### config.mk
export PLATFORM = sky130hd
export DESIGN_NAME = sha512_ctrl
export DESIGN_NICKNAME = d
export VERILOG_FILES = /design/src/hdl/sha512_pkg.sv /design/src/hdl/sha512_ctrl.sv
export SDC_FILE = /design/constraint.sdc
export NUM_CORES = 1
export LEC_CHECK = 0
export ABC_CLOCK_PERIOD_IN_PS = 1500
export BUFFER_PORTS_ARGS = -buffer_cell sky130_fd_sc_hd__clkbuf_2
export CAP_MARGIN = 15
export CORE_MARGIN = 4
export CORE_UTILIZATION = 46
export DETAILED_ROUTE_END_ITERATION = 6
export PLACE_DENSITY = 0.74
export RECOVER_POWER = 50
export SETUP_SLACK_MARGIN = 0.5
export SYNTH_ARGS = -nofsm -noshare
export SYNTH_HDL_FRONTEND = slang
export SYNTH_SLANG_ARGS = --single-unit
### constraint.sdc
create_clock -name clk_i -period 1.5 [get_ports clk_i]
set_clock_uncertainty 0.2 [all_clocks]
set_input_delay 0.075 -clock clk_i [delete_from_list [all_inputs] [get_ports clk_i]]
set_output_delay 0.075 -clock clk_i [all_outputs]
set_load 0.005 [all_outputs]
### src/hdl/sha512_pkg.sv
// Package for the SHA-512 hash engine: round constants, initial hash values
// and a rotate function. No dependencies.
`default_nettype none
package sha512_pkg;
  localparam int unsigned Rounds = 80;
  localparam int unsigned BlockBytes = 128;
  localparam int unsigned LenBound = 112;

  typedef logic [63:0] word_t;

  typedef struct packed {
    logic load_byte;
    logic pad;
    logic init_work;
    logic round_en;
    logic fold;
    logic clear_low;
    logic set_len;
    logic reload;
    logic clear_len;
    logic [6:0] round;
    logic [2:0] out_sel;
  } cmd_t;

  function automatic word_t round_k(input logic [6:0] r);
    word_t k;
    case (r)
      7'd0: k = 64'h428a2f98d728ae22; 7'd1: k = 64'h7137449123ef65cd;
      7'd2: k = 64'hb5c0fbcfec4d3b2f; 7'd3: k = 64'he9b5dba58189dbbc;
      7'd4: k = 64'h3956c25bf348b538; 7'd5: k = 64'h59f111f1b605d019;
      7'd6: k = 64'h923f82a4af194f9b; 7'd7: k = 64'hab1c5ed5da6d8118;
      7'd8: k = 64'hd807aa98a3030242; 7'd9: k = 64'h12835b0145706fbe;
      7'd10: k = 64'h243185be4ee4b28c; 7'd11: k = 64'h550c7dc3d5ffb4e2;
      7'd12: k = 64'h72be5d74f27b896f; 7'd13: k = 64'h80deb1fe3b1696b1;
      7'd14: k = 64'h9bdc06a725c71235; 7'd15: k = 64'hc19bf174cf692694;
      7'd16: k = 64'he49b69c19ef14ad2; 7'd17: k = 64'hefbe4786384f25e3;
      7'd18: k = 64'h0fc19dc68b8cd5b5; 7'd19: k = 64'h240ca1cc77ac9c65;
      7'd20: k = 64'h2de92c6f592b0275; 7'd21: k = 64'h4a7484aa6ea6e483;
      7'd22: k = 64'h5cb0a9dcbd41fbd4; 7'd23: k = 64'h76f988da831153b5;
      7'd24: k = 64'h983e5152ee66dfab; 7'd25: k = 64'ha831c66d2db43210;
      7'd26: k = 64'hb00327c898fb213f; 7'd27: k = 64'hbf597fc7beef0ee4;
      7'd28: k = 64'hc6e00bf33da88fc2; 7'd29: k = 64'hd5a79147930aa725;
      7'd30: k = 64'h06ca6351e003826f; 7'd31: k = 64'h142929670a0e6e70;
      7'd32: k = 64'h27b70a8546d22ffc; 7'd33: k = 64'h2e1b21385c26c926;
      7'd34: k = 64'h4d2c6dfc5ac42aed; 7'd35: k = 64'h53380d139d95b3df;
      7'd36: k = 64'h650a73548baf63de; 7'd37: k = 64'h766a0abb3c77b2a8;
      7'd38: k = 64'h81c2c92e47edaee6; 7'd39: k = 64'h92722c851482353b;
      7'd40: k = 64'ha2bfe8a14cf10364; 7'd41: k = 64'ha81a664bbc423001;
      7'd42: k = 64'hc24b8b70d0f89791; 7'd43: k = 64'hc76c51a30654be30;
      7'd44: k = 64'hd192e819d6ef5218; 7'd45: k = 64'hd69906245565a910;
      7'd46: k = 64'hf40e35855771202a; 7'd47: k = 64'h106aa07032bbd1b8;
      7'd48: k = 64'h19a4c116b8d2d0c8; 7'd49: k = 64'h1e376c085141ab53;
      7'd50: k = 64'h2748774cdf8eeb99; 7'd51: k = 64'h34b0bcb5e19b48a8;
      7'd52: k = 64'h391c0cb3c5c95a63; 7'd53: k = 64'h4ed8aa4ae3418acb;
      7'd54: k = 64'h5b9cca4f7763e373; 7'd55: k = 64'h682e6ff3d6b2b8a3;
      7'd56: k = 64'h748f82ee5defb2fc; 7'd57: k = 64'h78a5636f43172f60;
      7'd58: k = 64'h84c87814a1f0ab72; 7'd59: k = 64'h8cc702081a6439ec;
      7'd60: k = 64'h90befffa23631e28; 7'd61: k = 64'ha4506cebde82bde9;
      7'd62: k = 64'hbef9a3f7b2c67915; 7'd63: k = 64'hc67178f2e372532b;
      7'd64: k = 64'hca273eceea26619c; 7'd65: k = 64'hd186b8c721c0c207;
      7'd66: k = 64'heada7dd6cde0eb1e; 7'd67: k = 64'hf57d4f7fee6ed178;
      7'd68: k = 64'h06f067aa72176fba; 7'd69: k = 64'h0a637dc5a2c898a6;
      7'd70: k = 64'h113f9804bef90dae; 7'd71: k = 64'h1b710b35131c471b;
      7'd72: k = 64'h28db77f523047d84; 7'd73: k = 64'h32caab7b40c72493;
      7'd74: k = 64'h3c9ebe0a15c9bebc; 7'd75: k = 64'h431d67c49c100d4c;
      7'd76: k = 64'h4cc5d4becb3e42b6; 7'd77: k = 64'h597f299cfc657e2a;
      7'd78: k = 64'h5fcb6fab3ad6faec; 7'd79: k = 64'h6c44198c4a475817;
      default: k = '0;
    endcase
    return k;
  endfunction

  function automatic word_t init_hash(input logic [2:0] i);
    word_t h;
    case (i)
      3'd0: h = 64'h6a09e667f3bcc908; 3'd1: h = 64'hbb67ae8584caa73b;
      3'd2: h = 64'h3c6ef372fe94f82b; 3'd3: h = 64'ha54ff53a5f1d36f1;
      3'd4: h = 64'h510e527fade682d1; 3'd5: h = 64'h9b05688c2b3e6c1f;
      3'd6: h = 64'h1f83d9abfb41bd6b; default: h = 64'h5be0cd19137e2179;
    endcase
    return h;
  endfunction

  function automatic word_t rotr(input word_t x, input int unsigned n);
    return (x >> n) | (x << (64 - n));
  endfunction
endpackage
`default_nettype wire

### src/hdl/sha512_ctrl.sv
// Controller of the SHA-512 engine: byte intake, padding, round sequencing
// and digest output. Depends on sha512_pkg.
`default_nettype none
module sha512_ctrl (
  input  wire logic             clk_i,
  input  wire logic             rst_ni,
  input  wire logic             in_valid_i,
  output logic                  in_ready_o,
  input  wire logic             present_i,
  input  wire logic             eom_i,
  output logic                  out_valid_o,
  input  wire logic             out_ready_i,
  output logic [2:0]            out_idx_o,
  output sha512_pkg::cmd_t      cmd_o,
  output logic [6:0]            pos_o
);
  typedef enum logic [2:0] {
    SIdle, SPad, SLen, SInit, SRound, SFold, SClear, SOut
  } state_e;

  state_e state_q, state_d;
  logic [6:0] pos_q, pos_d, round_q, round_d;
  logic final_q, final_d, second_q, second_d, eom_q, eom_d;
  logic [2:0] oidx_q, oidx_d;
  logic in_fire;

  assign in_ready_o = (state_q == SIdle);
  assign in_fire = in_valid_i && in_ready_o;
  assign out_valid_o = (state_q == SOut);
  assign out_idx_o = oidx_q;
  assign pos_o = pos_q;

  always_comb begin
    state_d = state_q; pos_d = pos_q; round_d = round_q;
    final_d = final_q; second_d = second_q; eom_d = eom_q; oidx_d = oidx_q;
    cmd_o = '0;
    cmd_o.round = round_q;
    cmd_o.out_sel = oidx_q;
    case (state_q)
      SIdle: begin
        if (in_fire) begin
          eom_d = eom_i;
          if (present_i) begin
            cmd_o.load_byte = 1'b1;
            pos_d = pos_q + 7'd1;
            if (pos_q == 7'd127) begin
              state_d = SInit;
            end else if (eom_i) begin
              state_d = SPad;
            end
          end else if (eom_i) begin
            state_d = SPad;
          end
        end
      end
      SPad: begin
        cmd_o.pad = 1'b1;
        if (pos_q >= 7'(sha512_pkg::LenBound)) begin
          second_d = 1'b1;
          state_d = SInit;
        end else begin
          state_d = SLen;
        end
      end
      SLen: begin
        cmd_o.set_len = 1'b1;
        final_d = 1'b1;
        state_d = SInit;
      end
      SInit: begin
        cmd_o.init_work = 1'b1;
        round_d = '0;
        state_d = SRound;
      end
      SRound: begin
        cmd_o.round_en = 1'b1;
        round_d = round_q + 7'd1;
        if (round_q == 7'(sha512_pkg::Rounds - 1)) state_d = SFold;
      end
      SFold: begin
        cmd_o.fold = 1'b1;
        round_d = '0;
        pos_d = '0;
        if (final_q) begin
          state_d = SOut;
          oidx_d = '0;
        end else if (second_q) begin
          second_d = 1'b0;
          state_d = SClear;
        end else begin
          state_d = eom_q ? SPad : SIdle;
        end
      end
      SClear: begin
        cmd_o.clear_low = 1'b1;
        state_d = SLen;
      end
      SOut: begin
        if (out_ready_i) begin
          oidx_d = oidx_q + 3'd1;
          if (oidx_q == 3'd7) begin
            cmd_o.reload = 1'b1;
            cmd_o.clear_len = 1'b1;
            eom_d = 1'b0;
            final_d = 1'b0;
            state_d = SIdle;
          end
        end
      end
      default: state_d = SIdle;
    endcase
  end

  always_ff @(posedge clk_i or negedge rst_ni) begin
    if (!rst_ni) begin
      state_q <= SIdle; pos_q <= '0; round_q <= '0; final_q <= 1'b0;
      second_q <= 1'b0; eom_q <= 1'b0; oidx_q <= '0;
    end else begin
      state_q <= state_d; pos_q <= pos_d; round_q <= round_d; final_q <= final_d;
      second_q <= second_d; eom_q <= eom_d; oidx_q <= oidx_d;
    end
  end

  assert property (@(posedge clk_i) disable iff (!rst_ni)
    out_valid_o |-> !in_ready_o) else $error("input taken during output");
  assert property (@(posedge clk_i) disable iff (!rst_ni)
    (state_q == SRound) |-> (round_q < 7'd80)) else $error("round overrun");
  assert property (@(posedge clk_i) disable iff (!rst_ni)
    (out_valid_o && !out_ready_i) |=> (out_valid_o && $stable(oidx_q)))
    else $error("output index moved while stalled");
endmodule
`default_nettype wire

==> metrics.cfg, run 1 <==
[sta]
finalCritPeriodShare = 1.33
setup_viol = 33
setup_ws_ns = -0.489
report.final.hold_viol_count = 0
tightest_slew_ns = 0.616
rsz0062_at_grt = true
max-slew-margin-rel = 0.589
final.min_clock_period_ns = 1.99
fmax_mhz = 503
finalMaxSlewViolations = 0

[logic_synthesis]
synth_xor_area_frac = 0.0128
ys_seq_area_frac = 0.421
synth_top_family_by_area = simple AND/OR/NAND/NOR gates
ys_async_sr_fraction = 1.00
ys_ff_latch = 23
synthSimpleGateAreaFrac = 0.234
synth_cell_types = 41
yosys_warnings = 0
synthMuxAreaShare = 0.0229
yosys.area_share.adder = 0.0457
synthesis.area_um2 = 1370
syn_inst = 154
syn-num-nets = 165
synth_edf_count = 0
synth-main-ff-cell = dfrtp_1
syn_area_per_cell_um2 = 8.88
synth_compound_area_frac = 0.201

[layout]
area_growth_pct = 90.9
diodes = 0
fin_area_um2 = 2610
final_common_cell = buf_6
drive_gt1_frac = 0.627
final_cell_mix = 50 x buf_6, 44 x buf_4, 20 x dfrtp_1
nets = 275
final_cells = 294

[grt]
grt_pass1_wl_um = 8310
grt_start_max_net_pins = 24
first_global_vias = 1745
grt_usage = 0.262
antenna_found_initial = 0
grt_remaining_overflow = 0

[critical_path]
crit_start = state_q[2]
path_class = reg -> reg
reg2reg_slack_ns = -0.49
cp_common_cell = buf_4
cp_max_fo = 3
rr_worst_depth = 6
crit_family = compound AO/OA/AOI/OAI gates
critPathArrivalTime_ns = 2.01
crit_cells = 6
critPathLaunchType = flip-flop
critPathSlowestCell = dfrtp_1
cp-endpoint = pos_o[6]
crit_chain = buf_4 -> nand4bb_4 -> a211o_1 -> buf_4 -> o21ai_0 -> a21oi_1
max_stage_delay_ns = 0.46
r2r-end = pos_o[6]
critPathRequiredTime_ns = 1.52
cp-end-kind = flip-flop
crit_buf_inv = 2
reg2reg_from = state_q[2]

[pwr]
p_sw_frac = 0.423
powerDensity_nw_per_um2 = 2060
pwr-share-comb = 0.729
total_leakage_power_uw = 0.00125
p_seq_frac = 0.214
pwr-share-clk = 0.057
max-vdd-ir-drop_v = 0.00119
switchingPower_uw = 2270
p_int_uw = 3090

[floorplanning]
die_area_um2 = 3910
io_pins = 37
die_x_um = 62.5
core_um2 = 2810
start_util = 0.488
die_h_um = 62.5
rows = 19

[place]
dpl_cell_area_um2 = 1850
gp_congestion = 0.802
portBuffers = 36
pre_cts_ws_ns = -0.162
dp.cells = 244
place_hpwl_um = 2730

[route]
firstDrtPassIters = 5
route.met2.wl_um = 3540
viasPerCell = 6.46
wl_met3_um = 667
drt_first_iter_violations = 212
drc = 0
wirelength_um = 6960
topRoutingLayerUsed = met4
wl_met1_um = 2340
vias = 1898
detail_route.wl_per_cell_um = 23.7
ant_nets = 0

[cts]
cts_hold_buf = 2
cts_tree = yes
cts_buffer_depth = 2
insertion_delay_ns = 0.32
numCtsBuffers = 3
cts-root-buf = clkbuf_4
clock-sinks = 23
h-tree-depth = 1
path_clk_slew_ns = 0.15

[run]
max_cap_violations = 0

[worst_hold_path]
hold_path_class = in -> reg

[run_status]
status = complete, but fails checks
violations = setup timing

==> synth_stat cells (3+ instances only) <==
| cell type | n | share of area |
|---|---|---|
| a21oi_1 | 4 | 0.015 |
| a22o_1 | 5 | 0.032 |
| a31oi_1 | 3 | 0.014 |
| and3_1 | 4 | 0.018 |
| buf_4 | 4 | 0.022 |
| dfrtp_1 | 23 | 0.42 |
| ha_1 | 5 | 0.046 |
| inv_1 | 8 | 0.022 |
| nand2_1 | 15 | 0.041 |
| nand3_1 | 9 | 0.033 |
| nor2_1 | 14 | 0.038 |
| nor3_1 | 3 | 0.011 |
| o21ai_0 | 19 | 0.070 |
==> sequential cells by signal, indices dropped and copies added (netlist names) <==
| register | flops |
|---|---|
| final_q | 1 |
| out_idx_o | 3 |
| state_q | 3 |
| eom_q | 1 |
| round_q | 7 |
| second_q | 1 |
| pos_o | 7 |
==> worst min path at each step <==
stage | end | slack (ns) | cells after the start | startpoint
CTS | state_q[1] | -0.01 | 4 | present_i
detailed placement | second_q | -0.10 | 1 | rst_ni
global route | state_q[2] | 0.02 | 3 | out_ready_i
floorplan | eom_q | -0.42 | 0 | rst_ni
global placement | final_q | -0.10 | 1 | rst_ni
finish | state_q[2] | 0.03 | 3 | out_ready_i
==> per-layer routing <==
layer  up-vias  global-route usage
li1        770                   -
met2       161               0.470
met1       925               0.306
met4         0               0.110
met3        42              0.0450
met5         -                   0
==> worst min-delay path: stages <==
cell      delay, ns
clkbuf_2       0.20
nand3_2        0.11
a31o_2         0.14
==> stage by stage <==
step | total power, uW | TNS, ns | hold slack [ns] | util
2_1_floorplan | 2300 | -0.252 | -0.421 | -
3_5_place_dp | 3130 | -0.837 | -0.102 | 0.660
6_report | 5370 | -6.72 | 0.0314 | 0.930
5_1_grt | 5600 | -7.80 | 0.0233 | 0.930
3_3_place_gp | 3040 | -0.211 | -0.101 | 0.660
4_1_cts | 4290 | -2.73 | -0.0109 | 0.831
==> repair_timing <==
item | CTS | global route
hold endpoints to repair | 27 | 1
gates resized for setup | 49 | 46
setup endpoints to repair | 54 | 55
pin swaps | 12 | 10
buffers inserted | 34 | 10
gates cloned | 0 | 0
==> cells by family (layout without fill, tap and decap cells) <==
| group | Yosys count | count (layout) |
|---|---|---|
| mux | 3 | 3 |
| fa+ha+maj | 5 | 5 |
| simple gates | 61 | 61 |
| flops | 23 | 23 |
| xor+xnor | 2 | 2 |
| compound gates | 42 | 42 |
| buf+inv | 18 | 127 |
==> area by class of cell <==
class	instances	area, um2
Fill cell	92	195
Sequential cell	23	579
Multi-Input combinational cell	113	926
Tap cell	31	38.8
Clock buffer	3	22.5
Inverter	8	30.0
Clock inverter	1	5.00
Timing Repair Buffer	115	1010
==> power groups by stage <==
stage / registers [uW] / logic (uW) / clock network [uW]
floorplan: 1110 / 1190 / 0
global placement: 1040 / 2010 / 0
detailed placement: 1060 / 2080 / 0
CTS: 1060 / 2920 / 299
global route: 1170 / 4080 / 350
finish: 1150 / 3910 / 306
Power figures use the tool's default switching activity.
==> inputs of run 2 (changes only) <==
--- a/config.mk
+++ b/config.mk
@@ -8,10 +8,9 @@
 export ABC_CLOCK_PERIOD_IN_PS = 1500
 export BUFFER_PORTS_ARGS = -buffer_cell sky130_fd_sc_hd__clkbuf_2
 export CAP_MARGIN = 15
-export CORE_MARGIN = 4
-export CORE_UTILIZATION = 46
+export CORE_UTILIZATION = 45
 export DETAILED_ROUTE_END_ITERATION = 6
-export PLACE_DENSITY = 0.74
+export PLACE_DENSITY = 0.73
 export RECOVER_POWER = 50
 export SETUP_SLACK_MARGIN = 0.5
 export SYNTH_ARGS = -nofsm -noshare
==> run 2 against run 1 <==
Compared with the run above: the run now fails in global routing (5_1_grt); area after synthesis unchanged; synthesized cell count unchanged.
==> metrics.cfg, run 2 <==
[logic_synthesis]
syn-num-nets = 165
synth_area_leaders = dfrtp_1 42%, o21ai_0 7.0%, ha_1 4.6%
syn_area_per_cell_um2 = 8.88
ys_async_sr_fraction = 1.00
synthSimpleGateAreaFrac = 0.234
yosys.cell_count.top_type = dfrtp_1
synthMuxAreaShare = 0.0229
synth_top_family_by_area = simple AND/OR/NAND/NOR gates
yosysTopAreaCell = dfrtp_1
ys_seq_area_frac = 0.421
synth_cell_types = 41
yosys_warnings = 0
synth_compound_area_frac = 0.201
syn_inst = 154
yosys.area_share.adder = 0.0457
synth_edf_count = 0
ys_ff_latch = 23
synth_top_area_frac = 0.421
synth-main-ff-cell = dfrtp_1
synth_common_cells = 23 x dfrtp_1, 19 x o21ai_0, 15 x nand2_1
synth_xor_area_frac = 0.0128
synthesis.area_um2 = 1370

[run_status]
firstError = [ERROR DPL-0038] Utilization greater than 100%, impossible to legalize
status = aborted with a tool error
lastStage = global routing (5_1_grt)

[floorplanning]
io_pins = 37
start_util = 0.483
die_x_um = 57.1
rows = 19
die_h_um = 57.1

[sta]
worstEndpointType = sequential cell input
crit_endpoint = pos_o[6]$_DFFE_PN0P_/D

[grt]
grt_start_max_net_pins = 24

[place]
place_hpwl_um = 2710
portBuffers = 36
gp_congestion = 0.822
dpl_cell_area_um2 = 1850

[cts]
clock-sinks = 23
h-tree-depth = 1
cts-root-buf = clkbuf_4
numCtsBuffers = 3
cts_buffer_depth = 2

run 2: cell counts after synthesis:
No cell type changed its count.
run 2: repair_timing:
item	4_1_cts
pin swaps	30
gates resized for setup	77
hold endpoints to repair	25
setup endpoints to repair	54
hold buffers	2
buffers inserted	36
run 2: cells by family after synthesis:
logic type / Yosys count
xor gates and xnor gates: 2
buffers and inverters: 18
muxes: 3
adders and majority gates: 5
DFF: 23
AOI/OAI and AO/OA: 42
and+or+nand+nor: 61
run 2: stage by stage:
| stage | util | setup slack, ns | cells | hold slack, ns |
|---|---|---|---|---|
| 2_1_floorplan | - | -0.143 | 154 | -0.421 |
| 3_3_place_gp | 0.655 | -0.0960 | 244 | -0.101 |
| 4_1_cts | 0.861 | -0.247 | 286 | -0.0131 |
| 3_5_place_dp | 0.655 | -0.134 | 244 | -0.101 |
==> inputs of run 3 (changes only) <==
==> config.mk (replaced) <==
export PLATFORM = sky130hd
export DESIGN_NAME = sha512_ctrl
export DESIGN_NICKNAME = d
export VERILOG_FILES = /design/src/hdl/sha512_pkg.sv /design/src/hdl/sha512_ctrl.sv
export SDC_FILE = /design/constraint.sdc
export NUM_CORES = 1
export LEC_CHECK = 0
export ABC_CLOCK_PERIOD_IN_PS = 1950
export BUFFER_PORTS_ARGS = -buffer_cell sky130_fd_sc_hd__clkbuf_2
export CAP_MARGIN = 15
export CORE_UTILIZATION = 30
export DETAILED_ROUTE_END_ITERATION = 6
export PLACE_DENSITY_LB_ADDON = 0.15
export RECOVER_POWER = 50
export SYNTH_ARGS = -nofsm -noshare
export SYNTH_HDL_FRONTEND = slang
export SYNTH_SLANG_ARGS = --single-unit
==> constraint.sdc (replaced) <==
create_clock -name clk_i -period 1.95 [get_ports clk_i]
set_clock_uncertainty 0.2 [all_clocks]
set_input_delay 0.0975 -clock clk_i [delete_from_list [all_inputs] [get_ports clk_i]]
set_output_delay 0.0975 -clock clk_i [all_outputs]
set_load 0.005 [all_outputs]
==> run 3 against run 2 <==
Compared with the run above: the flow now finishes without violations.
==> metrics.cfg, run 3 (synthesis gave the netlist of run 1 again) <==
[layout]
area_growth_pct = 23.7
multi_input_area_um2 = 716
final_cells = 246
diodes = 0
final_cell_mix = 33 x clkbuf_2, 23 x dfrtp_1, 19 x o21ai_0
final_common_cell = clkbuf_2
seq_area_um2 = 576
final.fill_count = 433
drive_gt1_frac = 0.268
nets = 206

[sta]
report.final.hold_viol_count = 0
finalHoldWorstSlack_ns = 0.0859
max-slew-margin-rel = 0.133
setup_viol = 0
fmax_mhz = 544
final.setup.tns_ns = 0
final.min_clock_period_ns = 1.84
finalMaxSlewViolations = 0
tightest_slew_ns = 1.30
finalCritPeriodShare = 0.943
setup_ws_ns = 0.112
rsz0062_at_grt = false

[critical_path]
reg2reg_from = pos_o[0]
rr_worst_depth = 5
cp_max_fo = 13
cp-end-kind = primary output
path_class = reg -> out
r2r-end = pos_o[6]
critPathLaunchType = flip-flop
critPathArrivalTime_ns = 1.54
critPathRequiredTime_ns = 1.65
reg2reg_slack_ns = 0.13

[route]
detail_route.wl_per_cell_um = 13.5
vias = 1240
drc = 0
topRoutingLayerUsed = met4
wl_met3_um = 89
ant_nets = 0
viasPerCell = 5.04
wl_met1_um = 1670
wirelength_um = 3330
route.met2.wl_um = 1520
drt_first_iter_violations = 78
firstDrtPassIters = 4

[run]
max_cap_violations = 0

[worst_hold_path]
hp-start = out_ready_i
hold_path_class = in -> reg
min_to = state_q[2]
whs_path_depth = 3

[grt]
grt_start_max_net_pins = 24
grt_remaining_overflow = 0
first_global_vias = 1189
antenna_found_initial = 0
grt_pass1_wl_um = 5690
grt_usage = 0.145

[cts]
cts_tree = yes
clock-sinks = 23
numCtsBuffers = 3
h-tree-depth = 1
path_clk_slew_ns = 0.09
cts_buffer_depth = 2
insertion_delay_ns = 0.26
cts-root-buf = clkbuf_8

[pwr]
max-vdd-ir-drop_v = 0.000495
total_leakage_power_uw = 0.000807
p_total_uw = 2360
powerDensity_nw_per_um2 = 1390

[place]
pre_cts_ws_ns = 0.188
portBuffers = 36
place_hpwl_um = 2460
gp_congestion = 0.763
dp.cells = 239

[floorplanning]
die_x_um = 69.5
die_h_um = 69.5
die_area_um2 = 4830
io_pins = 37
core_um2 = 4350
start_util = 0.314
rows = 24

[run_status]
status = finished, final reports clean

==> run 3: layer usage <==
metal  global-route usage  up-vias
met2                0.222       24
met3               0.0218        6
met4               0.0522        0
li1                     -      632
met5                    0        -
met1                0.206      578
==> run 3: worst max-delay path: stages (launching register included) <==
cell      delay [ns]
dfrtp_1         0.42
buf_4           0.18
buf_6           0.15
and3_1          0.17
and3_2          0.24
clkbuf_2        0.12
==> run 3: through the flow <==
stage | cell area (um2) | utilization
floorplan | 1370 | -
global placement | 1610 | 0.370
detailed placement | 1610 | 0.370
CTS | 1680 | 0.385
global route | 1690 | 0.389
finish | 1690 | 0.389
==> run 3: report_power, final <==
part	switching [uW]	leakage [uW]	total, uW	internal [uW]
Sequential	220	0.000288	865	646
Clock	153	0.0000228	299	146
Combinational	612	0.000496	1190	579
==> run 3: worst max path at each step <==
stage                    start         end
floorplan             pos_o[0]    pos_o[6]
global placement    round_q[0]  state_q[0]
detailed placement    pos_o[0]    pos_o[6]
CTS                 state_q[0]   cmd_o[11]
global route          pos_o[1]    pos_o[6]
finish              state_q[0]   cmd_o[11]
==> run 3: area by class of cell <==
cell class | instances | area share
Multi-Input combinational cell | 113 | 0.423
Sequential cell | 23 | 0.340
Timing Repair Buffer | 46 | 0.154
Tap cell | 52 | 0.0385
Clock buffer | 4 | 0.0266
Inverter | 8 | 0.0178
==> run 3: what timing repair did <==
| action | CTS | global route |
|---|---|---|
| endpoints found under the hold margin | 24 | 0 |
| hold buffers | 2 | 0 |
| setup endpoints to repair | 0 | 4 |
| resized for setup | 0 | 4 |
| setup buffers | 0 | 1 |
==> inputs of run 4 (changes only) <==
--- a/config.mk
+++ b/config.mk
@@ -12,6 +12,7 @@
 export DETAILED_ROUTE_END_ITERATION = 6
 export PLACE_DENSITY_LB_ADDON = 0.15
 export RECOVER_POWER = 50
+export REMOVE_ABC_BUFFERS = 1
 export SYNTH_ARGS = -nofsm -noshare
 export SYNTH_HDL_FRONTEND = slang
 export SYNTH_SLANG_ARGS = --single-unit
==> run 4 against run 3 <==
Compared with the run above: cell count decreased by 0.81%; combinational power decreased by 4%; worst hold slack got worse by 0.021 ns; critical path depth unchanged; sequential power increased by 3.4%; sequential share of layout area increased by 0.53 points; register-to-register slack about the same; non-clock buffer count decreased by 2; first-iteration DRC count decreased by 23%; critical path type unchanged; largest power group unchanged.
==> metrics.cfg, run 4 (synthesis gave the netlist of run 1 again) <==
[floorplanning]
die_x_um = 69.5
rows = 24
start_util = 0.314
io_pins = 37
core_um2 = 4350
die_h_um = 69.5
die_area_um2 = 4830

[route]
viasPerCell = 5.21
route.met2.wl_um = 1620
detail_route.wl_per_cell_um = 14.1
topRoutingLayerUsed = met4
wl_met1_um = 1640
drc = 0
wl_met3_um = 153
wirelength_um = 3430
firstDrtPassIters = 4
ant_nets = 0
drt_first_iter_violations = 60
vias = 1272

[worst_hold_path]
hold_path_class = in -> reg

[sta]
finalHoldWorstSlack_ns = 0.0648
final.min_clock_period_ns = 1.86
setup_viol = 0
finalMaxSlewViolations = 0
tightest_slew_ns = 0.620
final.setup.tns_ns = 0
finalCritPeriodShare = 0.952
fmax_mhz = 539
max-slew-margin-rel = 0.587
rsz0062_at_grt = false
report.final.hold_viol_count = 0
setup_ws_ns = 0.0941

[critical_path]
critPathRequiredTime_ns = 1.65
critPathLaunchType = flip-flop
critPathArrivalTime_ns = 1.56
critPathSlowestCell = dfrtp_2
path_class = reg -> out
cp_max_fo = 10
crit_chain = buf_4 -> buf_4 -> and3_1 -> and3_1 -> clkbuf_2
max_stage_delay_ns = 0.44
crit_family = buffers and inverters
cp-end-kind = primary output
crit_buf_inv = 3

[cts]
cts-root-buf = clkbuf_8
insertion_delay_ns = 0.27
clock-sinks = 23
cts_tree = yes
numCtsBuffers = 3
h-tree-depth = 1
cts_buffer_depth = 2
path_clk_slew_ns = 0.09

[place]
portBuffers = 36
pre_cts_ws_ns = 0.170
place_hpwl_um = 2430
gp_congestion = 0.813
dpl_cell_area_um2 = 1600

[run]
max_cap_violations = 0

[layout]
drive_gt1_frac = 0.260
multi_input_area_um2 = 714
seq_area_um2 = 578
nets = 204
diodes = 0
area_growth_pct = 22.3
fin_area_um2 = 1670
final.fill_count = 442
final_cell_mix = 32 x clkbuf_2, 21 x dfrtp_1, 19 x o21ai_0
final_common_cell = clkbuf_2

[pwr]
total_leakage_power_uw = 0.000791
p_total_uw = 2350
p_seq_frac = 0.381
p_int_uw = 1350
pwr-share-clk = 0.132
powerDensity_nw_per_um2 = 1400
switchingPower_uw = 998
pwr-share-comb = 0.487
p_sw_frac = 0.425
max-vdd-ir-drop_v = 0.000487

[run_status]
status = finished, final reports clean

[grt]
first_global_vias = 1221
antenna_found_initial = 0
grt_usage = 0.149
grt_start_max_net_pins = 24
grt_pass1_wl_um = 5910
grt_remaining_overflow = 0

-- run 4: changes by cell type in the layout (fill, tap and decap cells not counted), sizes merged --
cell  previous run  this run
buf              8         6
-- run 4: final timing paths --
kind	from	endpoint	slack, ns	cells past startpoint
worst max-delay path	state_q[0]	cmd_o[11]	0.09	5
worst min-delay path	out_ready_i	state_q[2]	0.06	3
worst max register to register	pos_o[1]	pos_o[6]	0.14	5
worst min register to register	round_q[6]	round_q[6]	0.33	1
max in group asynchronous	rst_ni	state_q[0]	0.95	2
min in group asynchronous	rst_ni	out_idx_o[2]	0.16	2
-- run 4: per-layer routing --
| metal | GRT usage | up-vias |
|---|---|---|
| li1 | - | 625 |
| met1 | 0.206 | 615 |
| met4 | 0.0408 | 0 |
| met3 | 0.0392 | 4 |
| met2 | 0.231 | 28 |
| met5 | 0 | - |
-- run 4: repair_timing --
item                                    4_1_cts  5_1_grt
setup buffers                                 0        1
hold buffers                                  2        0
gates resized for setup                       1        3
hold endpoints to repair                     24        0
endpoints found under the setup margin        2        7
-- run 4: cell type report --
| type | instances | share of cell area |
|---|---|---|
| inverter | 8 | 0.0180 |
| sequential | 23 | 0.346 |
| clock buffer | 4 | 0.0269 |
| timing repair buffer | 44 | 0.144 |
| multi-input combinational | 113 | 0.427 |
| tap | 52 | 0.0389 |
-- run 4: per-stage QoR --
stage | cells | util
after floorplan | 144 | -
after global placement | 237 | 0.366
after detailed placement | 237 | 0.366
after CTS | 243 | 0.382
after global routing | 244 | 0.384
final | 244 | 0.384
-- run 4: power groups by stage --
| stage | clock, uW | combinational [uW] | sequential (uW) |
|---|---|---|---|
| after floorplan | 0 | 582 | 927 |
| after global placement | 0 | 1110 | 882 |
| after detailed placement | 0 | 1120 | 900 |
| after CTS | 325 | 1130 | 894 |
| after global routing | 345 | 1290 | 934 |
| final | 310 | 1140 | 894 |
-- run 4: tightest hold or removal path, stage by stage --
cell and delay [ns]:
clkbuf_2 0.15, nand3_1 0.10, a31o_2 0.16
